==> config.mk <==
export PLATFORM = sky130hd
export DESIGN_NAME = onewire_bus_master
export DESIGN_NICKNAME = d
export VERILOG_FILES = /design/src/owm_pkg.sv /design/src/owm_in_stage.sv /design/src/owm_engine.sv /design/src/onewire_bus_master.sv
export SDC_FILE = /design/constraint.sdc
export NUM_CORES = 1
export LEC_CHECK = 0
export ABC_AREA = 1
export BUFFER_PORTS_ARGS = -buffer_cell sky130_fd_sc_hd__buf_2
export CAP_MARGIN = 15
export CORE_MARGIN = 2
export CORE_UTILIZATION = 62
export DETAILED_ROUTE_END_ITERATION = 10
export PLACE_DENSITY = 0.82
export SLEW_MARGIN = 20
export SYNTH_ARGS = -nofsm -noshare
export SYNTH_HDL_FRONTEND = slang
export SYNTH_SLANG_ARGS = --single-unit
export TNS_END_PERCENT = 20
==> constraint.sdc <==
create_clock -name clock -period 5.9 [get_ports clock]
set_input_delay 1.475 -clock clock [delete_from_list [all_inputs] [get_ports clock]]
set_output_delay 1.475 -clock clock [all_outputs]
set_load 0.05 [all_outputs]
==> src/owm_pkg.sv <==
// owm_pkg: shared types and constants of the 1-Wire bus master
// item and result records, command codes, slot phase encoding, slot durations
// no dependencies
package owm_pkg;

   // command codes carried in the mode field
   localparam logic [2:0] MODE_TICK       = 3'd0;
   localparam logic [2:0] MODE_RESET_PRES = 3'd1;
   localparam logic [2:0] MODE_WRITE_BYTE = 3'd2;
   localparam logic [2:0] MODE_READ_BYTE  = 3'd3;
   localparam logic [2:0] MODE_WRITE_BIT  = 3'd4;
   localparam logic [2:0] MODE_READ_BIT   = 3'd5;

   localparam int TPU_WIDTH   = 7;
   localparam int US_WIDTH    = 9;
   localparam int COUNT_WIDTH = 16;

   localparam logic [TPU_WIDTH-1:0] TPU_RESET = 7'd2;

   // slot durations in microseconds
   localparam logic [US_WIDTH-1:0] US_PRES_LOW  = 9'd480;
   localparam logic [US_WIDTH-1:0] US_PRES_WAIT = 9'd70;
   localparam logic [US_WIDTH-1:0] US_PRES_REC  = 9'd410;
   localparam logic [US_WIDTH-1:0] US_W1_LOW    = 9'd6;
   localparam logic [US_WIDTH-1:0] US_W0_LOW    = 9'd60;
   localparam logic [US_WIDTH-1:0] US_W1_REC    = 9'd64;
   localparam logic [US_WIDTH-1:0] US_W0_REC    = 9'd10;
   localparam logic [US_WIDTH-1:0] US_RD_LOW    = 9'd6;
   localparam logic [US_WIDTH-1:0] US_RD_WAIT   = 9'd9;
   localparam logic [US_WIDTH-1:0] US_RD_REC    = 9'd55;

   // slot phases, one-hot
   typedef enum logic [10:0] {
      PH_IDLE      = 11'b000_0000_0001,
      PH_PRES_LOW  = 11'b000_0000_0010,
      PH_PRES_WAIT = 11'b000_0000_0100,
      PH_PRES_REC  = 11'b000_0000_1000,
      PH_W1_LOW    = 11'b000_0001_0000,
      PH_W1_REC    = 11'b000_0010_0000,
      PH_W0_LOW    = 11'b000_0100_0000,
      PH_W0_REC    = 11'b000_1000_0000,
      PH_RD_LOW    = 11'b001_0000_0000,
      PH_RD_WAIT   = 11'b010_0000_0000,
      PH_RD_REC    = 11'b100_0000_0000
   } phase_type;

   // one request
   typedef struct packed {
      logic [2:0] mode;
      logic [7:0] write_data;
      logic       bus_level;
   } req_item_type;

   // one result
   typedef struct packed {
      logic       bus_drive_low;
      logic       idle;
      logic       command_rejected;
      logic       presence_done;
      logic       presence_found;
      logic       read_done;
      logic [7:0] read_value;
      logic       write_done;
   } rsp_item_type;

endpackage

==> src/owm_in_stage.sv <==
// owm_in_stage: input register of the 1-Wire bus master
// holds one request until the engine takes it; uses owm_pkg
module owm_in_stage (
   input  logic                  clock,
   input  logic                  reset,
   input  logic                  req_valid,
   output logic                  req_ready,
   input  owm_pkg::req_item_type req_item,
   input  logic                  take,
   output logic                  item_valid,
   output owm_pkg::req_item_type item
);
   import owm_pkg::*;

   logic         valid_ff, valid_in;
   req_item_type item_ff;

   // room when empty or when the held request leaves this cycle
   assign req_ready  = !valid_ff || take;
   assign valid_in   = (req_valid && req_ready) || (valid_ff && !take);
   assign item_valid = valid_ff;
   assign item       = item_ff;

   always_ff @(posedge clock) begin
      if (reset) begin
         valid_ff <= 1'b0;
      end else begin
         valid_ff <= valid_in;
      end
   end

   // payload
   always_ff @(posedge clock) begin
      if (req_valid && req_ready) begin
         item_ff <= req_item;
      end
   end

endmodule

==> src/owm_engine.sv <==
// owm_engine: slot phase machine, countdown, shift register and rate register
// one request is applied per step; uses owm_pkg
module owm_engine (
   input  logic                      clock,
   input  logic                      reset,
   input  logic                      csr_wr_en,
   input  logic [6:0]                csr_wr_data,
   input  logic                      step,
   input  owm_pkg::req_item_type     item,
   output owm_pkg::rsp_item_type     result
);
   import owm_pkg::*;

   logic [TPU_WIDTH-1:0]   tpu_ff;
   phase_type              phase_ff, phase_in;
   logic [COUNT_WIDTH-1:0] count_ff, count_in;
   logic [7:0]             shift_ff, shift_in;
   logic [2:0]             bits_ff, bits_in;
   logic                   single_ff, single_in;
   logic                   pres_ff, pres_in;

   logic                   load_en;
   logic [US_WIDTH-1:0]    load_us;
   logic [COUNT_WIDTH-1:0] product;
   logic [COUNT_WIDTH-1:0] load_count;
   logic                   is_cmd;
   logic                   rejected, pres_done, rd_done, wr_done;

   // slot length in ticks, at least one
   assign product    = COUNT_WIDTH'(load_us * tpu_ff);
   assign load_count = (product == '0) ? COUNT_WIDTH'(1) : product;
   assign is_cmd     = (item.mode >= MODE_RESET_PRES) && (item.mode <= MODE_READ_BIT);

   // next state for one request
   always_comb begin
      phase_in  = phase_ff;
      count_in  = count_ff;
      shift_in  = shift_ff;
      bits_in   = bits_ff;
      single_in = single_ff;
      pres_in   = pres_ff;
      load_en   = 1'b0;
      load_us   = US_PRES_LOW;
      rejected  = 1'b0;
      pres_done = 1'b0;
      rd_done   = 1'b0;
      wr_done   = 1'b0;
      if (is_cmd) begin
         if (phase_ff != PH_IDLE) begin
            rejected = 1'b1;
         end else begin
            case (item.mode)
               MODE_RESET_PRES: begin
                  pres_in  = 1'b0;
                  phase_in = PH_PRES_LOW;
                  load_en  = 1'b1;
                  load_us  = US_PRES_LOW;
               end
               MODE_WRITE_BYTE, MODE_WRITE_BIT: begin
                  single_in = (item.mode == MODE_WRITE_BIT);
                  bits_in   = (item.mode == MODE_WRITE_BIT) ? 3'd0 : 3'd7;
                  shift_in  = (item.mode == MODE_WRITE_BIT) ? 8'h00
                                                            : {1'b0, item.write_data[7:1]};
                  phase_in  = item.write_data[0] ? PH_W1_LOW : PH_W0_LOW;
                  load_en   = 1'b1;
                  load_us   = item.write_data[0] ? US_W1_LOW : US_W0_LOW;
               end
               default: begin
                  single_in = (item.mode == MODE_READ_BIT);
                  bits_in   = (item.mode == MODE_READ_BIT) ? 3'd0 : 3'd7;
                  shift_in  = 8'h00;
                  phase_in  = PH_RD_LOW;
                  load_en   = 1'b1;
                  load_us   = US_RD_LOW;
               end
            endcase
         end
      end else if (item.mode == MODE_TICK && phase_ff != PH_IDLE) begin
         if (count_ff > COUNT_WIDTH'(1)) begin
            count_in = count_ff - COUNT_WIDTH'(1);
         end else begin
            case (phase_ff)
               PH_PRES_LOW: begin
                  phase_in = PH_PRES_WAIT;
                  load_en  = 1'b1;
                  load_us  = US_PRES_WAIT;
               end
               PH_PRES_WAIT: begin
                  pres_in  = !item.bus_level;
                  phase_in = PH_PRES_REC;
                  load_en  = 1'b1;
                  load_us  = US_PRES_REC;
               end
               PH_PRES_REC: begin
                  phase_in  = PH_IDLE;
                  count_in  = '0;
                  pres_done = 1'b1;
               end
               PH_W1_LOW: begin
                  phase_in = PH_W1_REC;
                  load_en  = 1'b1;
                  load_us  = US_W1_REC;
               end
               PH_W0_LOW: begin
                  phase_in = PH_W0_REC;
                  load_en  = 1'b1;
                  load_us  = US_W0_REC;
               end
               PH_W1_REC, PH_W0_REC: begin
                  if (bits_ff != 3'd0) begin
                     bits_in  = bits_ff - 3'd1;
                     phase_in = shift_ff[0] ? PH_W1_LOW : PH_W0_LOW;
                     load_en  = 1'b1;
                     load_us  = shift_ff[0] ? US_W1_LOW : US_W0_LOW;
                     shift_in = {1'b0, shift_ff[7:1]};
                  end else begin
                     phase_in = PH_IDLE;
                     count_in = '0;
                     wr_done  = 1'b1;
                  end
               end
               PH_RD_LOW: begin
                  phase_in = PH_RD_WAIT;
                  load_en  = 1'b1;
                  load_us  = US_RD_WAIT;
               end
               PH_RD_WAIT: begin
                  shift_in = single_ff ? {7'd0, item.bus_level}
                                       : {item.bus_level, shift_ff[7:1]};
                  phase_in = PH_RD_REC;
                  load_en  = 1'b1;
                  load_us  = US_RD_REC;
               end
               PH_RD_REC: begin
                  if (bits_ff != 3'd0) begin
                     bits_in  = bits_ff - 3'd1;
                     phase_in = PH_RD_LOW;
                     load_en  = 1'b1;
                     load_us  = US_RD_LOW;
                  end else begin
                     phase_in = PH_IDLE;
                     count_in = '0;
                     rd_done  = 1'b1;
                  end
               end
               default: begin
                  phase_in = PH_IDLE;
                  count_in = '0;
               end
            endcase
         end
      end
      if (load_en) begin
         count_in = load_count;
      end
   end

   // result fields follow the phase after this request
   always_comb begin
      result.bus_drive_low    = (phase_in == PH_PRES_LOW) || (phase_in == PH_W1_LOW) ||
                                (phase_in == PH_W0_LOW) || (phase_in == PH_RD_LOW);
      result.idle             = (phase_in == PH_IDLE);
      result.command_rejected = rejected;
      result.presence_done    = pres_done;
      result.presence_found   = pres_in;
      result.read_done        = rd_done;
      result.read_value       = rd_done ? shift_ff : 8'h00;
      result.write_done       = wr_done;
   end

   // rate register
   always_ff @(posedge clock) begin
      if (reset) begin
         tpu_ff <= TPU_RESET;
      end else if (csr_wr_en) begin
         tpu_ff <= csr_wr_data;
      end
   end

   // sequence state
   always_ff @(posedge clock) begin
      if (reset) begin
         phase_ff  <= PH_IDLE;
         count_ff  <= '0;
         shift_ff  <= 8'hFF;
         bits_ff   <= 3'd0;
         single_ff <= 1'b0;
         pres_ff   <= 1'b0;
      end else if (step) begin
         phase_ff  <= phase_in;
         count_ff  <= count_in;
         shift_ff  <= shift_in;
         bits_ff   <= bits_in;
         single_ff <= single_in;
         pres_ff   <= pres_in;
      end
   end

endmodule

==> src/onewire_bus_master.sv <==
// onewire_bus_master: top level of the single-device 1-Wire bus master
// input register, slot engine and result register; uses owm_pkg, owm_in_stage, owm_engine
//
// Each request is one tick (mode 0) or one command (modes 1 to 5); every request gives
// exactly one response carrying the line drive level, idle flag and done pulses. A request
// is registered in the input stage, applied to the phase machine and written to the response
// register; with rsp_ready high the block takes one request per clock. The slot timing is
// counted in tick requests, csr_wr_data ticks per microsecond (reset value 2, zero counts as
// one tick per slot); write it only while the bus is idle. Commands sent while a sequence
// runs are answered with command_rejected and otherwise ignored; modes 6 and 7 do nothing.
module onewire_bus_master (
   input  logic       clock,
   input  logic       reset,
   input  logic       req_valid,
   output logic       req_ready,
   input  logic [2:0] req_mode,
   input  logic [7:0] req_write_data,
   input  logic       req_bus_level,
   output logic       rsp_valid,
   input  logic       rsp_ready,
   output logic       rsp_bus_drive_low,
   output logic       rsp_idle,
   output logic       rsp_command_rejected,
   output logic       rsp_presence_done,
   output logic       rsp_presence_found,
   output logic       rsp_read_done,
   output logic [7:0] rsp_read_value,
   output logic       rsp_write_done,
   input  logic       csr_wr_en,
   input  logic [6:0] csr_wr_data
);
   import owm_pkg::*;

   req_item_type req_item, item;
   rsp_item_type result, rsp_ff;
   logic         item_valid, step, rsp_valid_ff, rsp_valid_in;

   assign req_item.mode       = req_mode;
   assign req_item.write_data = req_write_data;
   assign req_item.bus_level  = req_bus_level;

   // engine steps when a request is held and the response slot is free
   assign step = item_valid && (!rsp_valid_ff || rsp_ready);

   owm_in_stage u_in_stage (
      .clock      (clock),
      .reset      (reset),
      .req_valid  (req_valid),
      .req_ready  (req_ready),
      .req_item   (req_item),
      .take       (step),
      .item_valid (item_valid),
      .item       (item)
   );

   owm_engine u_engine (
      .clock       (clock),
      .reset       (reset),
      .csr_wr_en   (csr_wr_en),
      .csr_wr_data (csr_wr_data),
      .step        (step),
      .item        (item),
      .result      (result)
   );

   // response register
   assign rsp_valid_in = step || (rsp_valid_ff && !rsp_ready);

   always_ff @(posedge clock) begin
      if (reset) begin
         rsp_valid_ff <= 1'b0;
      end else begin
         rsp_valid_ff <= rsp_valid_in;
      end
   end

   always_ff @(posedge clock) begin
      if (step) begin
         rsp_ff <= result;
      end
   end

   assign rsp_valid            = rsp_valid_ff;
   assign rsp_bus_drive_low    = rsp_ff.bus_drive_low;
   assign rsp_idle             = rsp_ff.idle;
   assign rsp_command_rejected = rsp_ff.command_rejected;
   assign rsp_presence_done    = rsp_ff.presence_done;
   assign rsp_presence_found   = rsp_ff.presence_found;
   assign rsp_read_done        = rsp_ff.read_done;
   assign rsp_read_value       = rsp_ff.read_value;
   assign rsp_write_done       = rsp_ff.write_done;

endmodule

==> impl_metrics.json <==
{
  "p_int_mw": 1.16,
  "cts_made_buffers": 9,
  "root_buffer": "clkbuf_8",
  "outcome": "finished clean",
  "drv_slew": 0,
  "final_util_pct": 73.5,
  "drc": 0,
  "reg2regPathDepth": 28,
  "viasPerCell": 5.59,
  "start_util_pct": 64.1,
  "diodes": 0,
  "gp_congestion": 0.952,
  "vias": 5836,
  "finalClockSkew_ps": 12.4,
  "reg2reg_slack_ps": 310,
  "relSlewSlack_pct": 36.1,
  "final_area_um2": 7180,
  "drtIter0Drc": 337,
  "dp_slack_ps": -57.4,
  "crit_buf_inv": 4,
  "critPathKind": "reg -> reg",
  "final_antenna_net_count": 0,
  "syn_nets": 944,
  "dieArea_um2": 10900,
  "power_frac_clock_pct": 21.3,
  "setup_ws_ps": 305,
  "finalSetupTns_ps": 0,
  "clock_sinks": 76,
  "core-area_um2": 9770,
  "worstPathArrival_ps": 5910,
  "peakVddDrop_v": 0.000205,
  "io_pins": 41,
  "synth_flop_cell": "dfxtp_1",
  "grt_usage_pct": 29.5,
  "start_kind": "flop",
  "areaGrowthSynthToFinish_pct": 14.6,
  "hold_viol": 0,
  "worstHoldPathType": "reg -> reg",
  "cp.required_ps": 6210,
  "syn_inst": 847,
  "end_kind": "flop",
  "holdCritStartpoint": "u_engine.bits_ff[1]",
  "finalCritPeriodShare_pct": 94.8,
  "die_h_um": 105,
  "worstMarginPinSlew_ps": 958,
  "layout-drive-gt1-share_pct": 19.1,
  "antenna_found_initial": 0,
  "path_max_fanout": 6,
  "cpMostUsedCell": "nand2_1",
  "ys_ff_latch": 76,
  "routed.top_layer": "met4",
  "synth_edf_count": 27,
  "first_global_vias": 5654,
  "overflow": 0,
  "postPlaceCellArea_um2": 6620,
  "yosysSeqAreaShare_pct": 28.6,
  "setup_viol": 0,
  "wl_met1_um": 6760,
  "power_mw": 2.02,
  "grt_pass1_wl_um": 26000,
  "wl_met3_um": 778,
  "layout_common_cells": "134 x nand2_1, 120 x nor2_1, 117 x inv_1",
  "synthArstFlopShare_pct": 0,
  "slowest_delay_ps": 520,
  "slowest_stage": "fa_1",
  "cellPowerDensity_nw_per_um2": 280,
  "cts_tree": "done",
  "syn_area_um2": 6270,
  "wl_per_cell_um": 15.3,
  "r2r-end": "u_engine.count_ff[0]",
  "placed_cells": 1013,
  "path_clk_slew_ps": 90,
  "combPwrFrac_pct": 49.2,
  "wl_met2_um": 8050,
  "hold_depth": 2,
  "power_switching_mw": 0.859,
  "final_cells": 1044,
  "final_common_cell": "nand2_1",
  "io_buffers": 40,
  "whs_ps": 469,
  "avgSynthCellArea_um2": 7.40,
  "leakagePower_nw": 3.63,
  "grt_max_degree": 32,
  "dp_hpwl_um": 11900,
  "crit_family": "adder cells",
  "drt_pre_antenna_iters": 5,
  "clk-insertion-delay-late_ps": 370,
  "die_w_um": 105,
  "r2r-start": "u_engine.bits_ff[0]",
  "hold_end": "u_engine.bits_ff[1]",
  "p_seq_share_pct": 29.5,
  "period_minus_slack_ps": 5590,
  "max_freq_ghz": 0.179,
  "rows": 36,
  "wl_um": 16000,
  "swShare_pct": 42.6,
  "htreeDepth": 3,
  "cts_buffer_depth": 2,
  "final_nets": 1003,
  "yosysWarnings": 0,
  "maxCapViolCount": 0,
  "synth_cell_types": 44
}
-- sequential cells by signal (all words and copies together) (netlist names), 3 cells and up --
| name | count |
|---|---|
| u_engine.tpu_ff | 7 |
| u_engine.shift_ff | 8 |
| rsp_read_value | 8 |
| u_engine.bits_ff | 3 |
| u_in_stage.item | 12 |
| u_engine.phase_ff | 11 |
| u_engine.count_ff | 16 |
-- metal layers --
layer	global-route usage, %	vias up
met5	0	-
met4	11.4	0
met3	5.12	39
met2	51.1	181
met1	36.5	2751
li1	-	2865
-- worst reg2reg max path: cells and delay by family (launching register included) --
kind / cells / cell delay [ps]
fa+ha+maj: 7 / 2610
simple gates: 14 / 1660
buf+inv: 4 / 550
compound gates: 3 / 400
flops: 1 / 330
-- cell families after synthesis --
| kind of cell | after synthesis | synth area share [%] |
|---|---|---|
| XOR/XNOR | 26 | 3.63 |
| AO/OA/AOI/OAI | 156 | 14.3 |
| adder cells (fa/ha/maj) | 73 | 18.5 |
| AND/OR/NAND/NOR | 370 | 25.8 |
| flip-flops | 76 | 28.6 |
| buffers and inverters | 146 | 9.18 |
-- layout make-up --
class                           count  area [µm²]
Clock buffer                        9         124
Clock inverter                      7        80.1
Fill cell                         783        2590
Inverter                          130         492
Multi-Input combinational cell    625        4130
Sequential cell                    76        1810
Tap cell                          133         166
Timing Repair Buffer               64         384
-- what timing repair did --
action | 4_1_cts | 5_1_grt
endpoints found under the setup margin | 4 | 10
gates resized for setup | 1 | 63
pin swaps | 2 | 18
endpoints found under the hold margin | 0 | 0
setup buffers | 4 | 11
hold buffers | 0 | 0
-- how the worst max path moves through the flow --
stage                         start                   end  slack, ps  cells past startpoint
2_1_floorplan  u_engine.phase_ff[7]  u_engine.count_ff[0]        640                     32
3_3_place_gp   u_engine.phase_ff[6]  u_engine.count_ff[0]        -20                     32
3_5_place_dp   u_engine.phase_ff[6]  u_engine.count_ff[0]        -60                     31
4_1_cts        u_engine.phase_ff[5]  u_engine.count_ff[0]         10                     31
5_1_grt        u_engine.phase_ff[0]  u_engine.count_ff[0]        -90                     33
6_report        u_engine.bits_ff[0]  u_engine.count_ff[0]        310                     28
-- cell usage after synthesis, types with 2 or more instances --
master / count / area (µm²)
a21oi_1: 63 / 315
a21o_1: 2 / 15.0
nand4_1: 5 / 31.3
nor4_1: 3 / 18.8
or2_0: 2 / 12.5
inv_1: 120 / 450
o31ai_4: 2 / 42.5
edfxtp_1: 27 / 811
nor3_1: 15 / 75.1
fa_1: 33 / 661
nor2_4: 4 / 45.0
nand2_1: 145 / 544
o21ai_2: 3 / 26.3
buf_6: 3 / 33.8
o21bai_1: 3 / 22.5
nand3_1: 41 / 205
clkbuf_1: 9 / 33.8
a31oi_1: 5 / 31.3
nand2_4: 4 / 45.0
or2_2: 2 / 12.5
buf_2: 2 / 10.0
ha_1: 40 / 500
inv_2: 9 / 33.8
xor2_1: 19 / 166
a32oi_1: 6 / 52.6
o21ai_1: 8 / 40.0
o211ai_1: 5 / 37.5
o21ai_0: 54 / 270
dfxtp_1: 49 / 981
nor2_1: 128 / 480
xnor2_1: 7 / 61.3
nor2_2: 10 / 62.6
nand2_2: 8 / 50.1
-- power groups by stage --
| stage | logic, mW | clock network, mW | registers (mW) |
|---|---|---|---|
| floorplan | 0.656 | 0 | 0.617 |
| global placement | 0.829 | 0 | 0.605 |
| detailed placement | 0.846 | 0 | 0.606 |
| CTS | 0.860 | 0.433 | 0.594 |
| global route | 1.11 | 0.456 | 0.599 |
| finish | 0.991 | 0.429 | 0.595 |
Note: power is estimated with default switching activity, not from simulation.
